<file path="config.mk">
export PLATFORM = sky130hd
export DESIGN_NAME = cfc_frame
export DESIGN_NICKNAME = d
export VERILOG_FILES = /design/src/hdl/cfc_pkg.sv /design/src/hdl/cfc_frame.sv
export SDC_FILE = /design/constraint.sdc
export NUM_CORES = 1
export LEC_CHECK = 0
export ABC_AREA = 0
export BUFFER_PORTS_ARGS = -buffer_cell sky130_fd_sc_hd__buf_4
export CORE_UTILIZATION = 56
export DETAILED_ROUTE_END_ITERATION = 12
export PLACE_DENSITY = 0.77
export SETUP_SLACK_MARGIN = 0.1
export SYNTH_ARGS = -nofsm -noshare
export SYNTH_HDL_FRONTEND = slang
export SYNTH_SLANG_ARGS = --single-unit
</file>
<file path="constraint.sdc">
create_clock -name i_clk -period 3.5 [get_ports i_clk]
set_input_delay 0.35 -clock i_clk [delete_from_list [all_inputs] [get_ports i_clk]]
set_output_delay 0.35 -clock i_clk [all_outputs]
set_load 0.01 [all_outputs]
</file>
<file path="src/hdl/cfc_pkg.sv">
// shared constants and types for the command frame checker
`default_nettype none

package cfc_pkg;

    localparam logic [7:0]  FRAME_START   = 8'h7E;
    localparam logic [7:0]  FRAME_VERSION = 8'hFF;
    localparam logic [7:0]  FRAME_LENGTH  = 8'h06;
    localparam logic [7:0]  FRAME_END     = 8'hEF;
    localparam logic [3:0]  LAST_POS      = 4'd9;

    // positions within a frame
    localparam logic [3:0]  POS_START   = 4'd0;
    localparam logic [3:0]  POS_VERSION = 4'd1;
    localparam logic [3:0]  POS_LENGTH  = 4'd2;
    localparam logic [3:0]  POS_COMMAND = 4'd3;
    localparam logic [3:0]  POS_FEEDBK  = 4'd4;
    localparam logic [3:0]  POS_PARAM_H = 4'd5;
    localparam logic [3:0]  POS_PARAM_L = 4'd6;
    localparam logic [3:0]  POS_CK_HI   = 4'd7;
    localparam logic [3:0]  POS_CK_LO   = 4'd8;

    // status codes
    localparam logic [2:0]  ST_OK      = 3'd0;
    localparam logic [2:0]  ST_START   = 3'd1;
    localparam logic [2:0]  ST_VERSION = 3'd2;
    localparam logic [2:0]  ST_LENGTH  = 3'd3;
    localparam logic [2:0]  ST_CKHI    = 3'd4;
    localparam logic [2:0]  ST_CKLO    = 3'd5;
    localparam logic [2:0]  ST_END     = 3'd6;

    typedef struct packed {
        logic [7:0]  command;
        logic [15:0] param;
        logic [2:0]  status;
    } t_frame_result;

endpackage

`default_nettype wire

</file>
<file path="src/hdl/cfc_frame.sv">
// frame position counter, running sum and first-error tracking
`default_nettype none

module cfc_frame
    import cfc_pkg::*;
(
    input  wire logic          i_clk,
    input  wire logic          i_rst_n,
    input  wire logic          i_en,
    input  wire logic [7:0]    i_byte,
    output logic               o_last,
    output t_frame_result      o_result
);

    logic [3:0]  r_pos,   n_pos;
    logic [10:0] r_sum,   n_sum;
    logic [2:0]  r_err,   n_err;
    logic [7:0]  r_cmd,   n_cmd;
    logic [15:0] r_param, n_param;

    logic [15:0] ck;
    logic        bad;
    logic [2:0]  code;
    logic        header_bad;

    // two's complement of the running sum, 16 bits
    assign ck     = 16'(~{5'd0, r_sum} + 16'd1);
    assign o_last = (r_pos >= LAST_POS);

    always_comb begin
        bad  = 1'b0;
        code = ST_OK;
        n_cmd   = r_cmd;
        n_param = r_param;
        n_sum   = r_sum;
        if (r_pos >= POS_VERSION && r_pos <= POS_PARAM_L) begin
            n_sum = r_sum + {3'd0, i_byte};
        end
        unique case (r_pos)
            POS_START: begin
                bad  = (i_byte != FRAME_START);
                code = ST_START;
            end
            POS_VERSION: begin
                bad  = (i_byte != FRAME_VERSION);
                code = ST_VERSION;
            end
            POS_LENGTH: begin
                bad  = (i_byte != FRAME_LENGTH);
                code = ST_LENGTH;
            end
            POS_COMMAND: n_cmd = i_byte;
            POS_FEEDBK:  ;
            POS_PARAM_H: n_param = {i_byte, r_param[7:0]};
            POS_PARAM_L: n_param = {r_param[15:8], i_byte};
            POS_CK_HI: begin
                bad  = (i_byte != ck[15:8]);
                code = ST_CKHI;
            end
            POS_CK_LO: begin
                bad  = (i_byte != ck[7:0]);
                code = ST_CKLO;
            end
            default: begin
                bad  = (i_byte != FRAME_END);
                code = ST_END;
            end
        endcase

        n_err = (bad && r_err == ST_OK) ? code : r_err;

        header_bad = (n_err == ST_START) || (n_err == ST_VERSION) || (n_err == ST_LENGTH);
        o_result.status  = n_err;
        o_result.command = header_bad ? 8'd0 : r_cmd;
        o_result.param   = (n_err == ST_OK) ? r_param : 16'd0;

        n_pos = r_pos + 4'd1;
        if (o_last) begin
            n_pos   = 4'd0;
            n_sum   = 11'd0;
            n_err   = ST_OK;
            n_cmd   = 8'd0;
            n_param = 16'd0;
        end
    end

    always_ff @(posedge i_clk) begin
        if (!i_rst_n) begin
            r_pos   <= 4'd0;
            r_sum   <= 11'd0;
            r_err   <= ST_OK;
            r_cmd   <= 8'd0;
            r_param <= 16'd0;
        end else if (i_en) begin
            r_pos   <= n_pos;
            r_sum   <= n_sum;
            r_err   <= n_err;
            r_cmd   <= n_cmd;
            r_param <= n_param;
        end
    end

endmodule

`default_nettype wire

</file>
==> impl_results.md <==
* Status: finished with violations
* Failing checks: negative setup slack
* Clock transition at path regs at 0.09 ns
* Final hold violation count at 0
* Slew Limit Fails at 0
* DRT iter0 DRCs at 320
* Clock latency on the worst-skew pair at 0.31 ns
* CP max-delay cell: or4_4
* DRT Wirelength at 9390 um
* Core Area at 0.00551 sq mm
* Crit path time final at 3.58 ns
* Power per Cell Area at 349 mW/mm^2
* Grt total ovfl at 0
* Routed vias/inst at 6.17
* Critical path buffers and inverters at 2
* Clock root buffer: clkbuf_8
* Leak at 1.55 nW
* Top FF cell, synth: dfxtp_1
* Setup slack after layout at -0.0790 ns
* Synth Warn # at 0
* Mapped Avg Cell Area at 8.02 sq um
* Post-synth top area cell: dfxtp_1
* First-pass GRT wire length at 14200 um
* Post-DP HPWL at 6200 um
* Critical path origin: r_sum[1]
* DRT antenna net count at 0
* Die height at 77.4 um
* CTS H-tree depth at 2
* Startpoint Class: flop
* FF-to-FF Start: r_sum[1]
* Die Wd at 77.4 um
* Seq cells post-synth at 42
* Routed len/inst at 18.1 um
* Vias at 3203
* Input/output buffers at 38
* CP Capture Type: primary output
* TritonRoute pass-1 iters at 5
* Number of synthesized flops with an enable pin at 0
* Max Freq at 279 MHz
* Crit path max fanout at 8
* Antenna violations before repair at 0
* Crit share post-route at 1.02
* Most frequent cells in the layout: buf_4 (65), dfxtp_1 (37), inv_1 (27), nand2_1 (25), nor2b_1 (24)
* Post-Route Skew at 0.00710 ns
* Relative slew margins at 0.400
* CTS Buf Count at 5
* Worst slew pin tran at 0.893 ns
* Worst path cell trace: or4_4 -> or4_4 -> a21oi_4 -> o21bai_4 -> a2111oi_4 -> nand4b_4 -> buf_12 -> a211oi_1 -> buf_4
* HP Class: primary input to flop
* Commonest non-fill, non-tap cell in the layout: buf_4
* Critical path arrival at 3.23 ns
* Cell family with most CP delay: simple AND/OR/NAND/NOR gates
* Total of max-cap violations at 0
* Unique masters post-synth at 62
* Origin of the worst min-delay path: i_byte[4]
* Die area at 0.00599 sq mm
* Yosys top cell area share at 0.264
* Pre-CTS setup slack at 0.0240 ns
* Number of global-route vias before repair at 2838
* N_diodes at 0
* Initial Util at 0.578
* Pin count of the biggest net entering global routing at 37
* # nets final at 472
* Final Wtd Congestion at 0.865
* Clk buf depth at 2
* # fillers at 419
* I/O pins at 39
* Rows at 27
* Area grow syn2layout at 24.8%
* Post-Syn Instances at 397
* Dominant cells by area after synthesis: dfxtp_1 (26%), ha_1 (5.5%), a22oi_1 (4.7%)
* Setup-failing EPs final at 16
* DR DRC count at 0
* CP most frequent cell: or4_4
* Clock sink count at 42
* Ys async rst share at 0
* Mapped cell area at 0.00318 sq mm
* Post-Place Cells at 497
* Post-Layout Cell Count at 519
* RSZ-0062 raised after global routing: true
* Worst VDD drop at 0.000243 V
* Overall routing resource usage at 0.299
* Mapped Nets at 423
* Worst EP required at 3.15 ns
* Share of layout cells above drive strength 1 at 0.306
* Post-synthesis sequential area ratio at 0.264
* CP Class: flop to primary output
* CP max stage delay at 0.56 ns
* CTS tree: built
-- registers in the layout, summed over array words and instances (netlist names) --
| name | cells |
|---|---|
| r_cmd | 8 |
| r_err | 3 |
| r_pos | 4 |
| r_param | 16 |
| r_sum | 11 |
-- cell usage after synthesis, types with 3 or more instances --
library cell	count
a22oi_1	20
o31ai_1	3
dfxtp_1	42
and2_1	12
a21boi_0	3
a21o_1	4
nand3_1	16
or2_2	6
xnor2_1	6
nand2_1	25
or4_1	6
ha_1	14
inv_1	30
or4b_2	4
nor2b_1	24
a211oi_2	10
a31o_2	3
a21oi_1	23
nor4_1	4
and3_1	4
a22o_1	3
and3b_1	3
xor2_1	8
a211oi_1	8
o21a_1	3
o21bai_1	3
a31oi_1	3
nand3b_1	3
o21ai_0	18
nor3_1	11
nor2_1	12
clkbuf_1	20
nand2b_1	6
-- cells by family after synthesis --
logic type	share of synthesized area
AND/OR/NAND/NOR	0.283
AO/OA/AOI/OAI	0.278
buffers and inverters	0.0719
flip-flops	0.264
adder cells (fa/ha/maj)	0.0613
XOR/XNOR	0.0385
multiplexers	0.00314
-- final timing paths --
kind,cells after the start,end,slack [ns]
setup reg to reg,11,r_err[0],0.66
hold / removal,3,r_param[4],0.40
hold reg to reg,1,r_err[0],0.51
setup / recovery,9,o_result[18],-0.08
-- tightest hold or removal path: cells and delay by family --
kind	cells	cell delay [ns]
and+or+nand+nor	1	0.10
buffers and inverters	1	0.14
AOI/OAI and AO/OA	1	0.09
-- layer usage --
| layer | share of wire | track usage | up-vias |
|---|---|---|---|
| li1 | - | - | 1529 |
| met1 | 0.44 | 0.388 | 1509 |
| met2 | 0.47 | 0.515 | 135 |
| met3 | 0.064 | 0.0471 | 30 |
| met4 | 0.024 | 0.0755 | 0 |
| met5 | 0 | 0 | - |
-- power by group --
part | switching, W | internal [W]
clock | 0.000190 | 0.000140
sequential | 0.0000202 | 0.000496
combinational | 0.000312 | 0.000229
total | 0.000523 | 0.000866
-- per-stage QoR --
step           total power (W)   util  cell area, sq um  hold WS, ns  setup TNS, ns
2_1_floorplan         0.000848      -              3180        0.457              0
3_5_place_dp          0.000958  0.647              3560        0.491              0
5_1_grt                0.00146  0.721              3970        0.404          -1.84
6_report               0.00139  0.721              3970        0.399         -0.551
3_3_place_gp          0.000948  0.647              3560        0.478              0
4_1_cts                0.00133  0.691              3800        0.400              0
-- layout make-up --
class / instances / area (sq um) / area share
clock inverter: 3 / 21.3 / 0.00535
clock buffer: 5 / 68.8 / 0.0173
inverter: 30 / 119 / 0.0299
multi-input combinational: 299 / 2270 / 0.570
sequential: 42 / 855 / 0.215
timing repair buffer: 68 / 553 / 0.139
tap: 72 / 90.1 / 0.0227
-- timing repair --
item / CTS / global route
resized for setup: 22 / 21
setup buffers: 6 / 7
gates cloned: 0 / 1
setup endpoints to repair: 27 / 27
hold buffers: 0 / 0
pin swaps: 7 / 6
No activity file was read; power rests on OpenSTA's default activity.
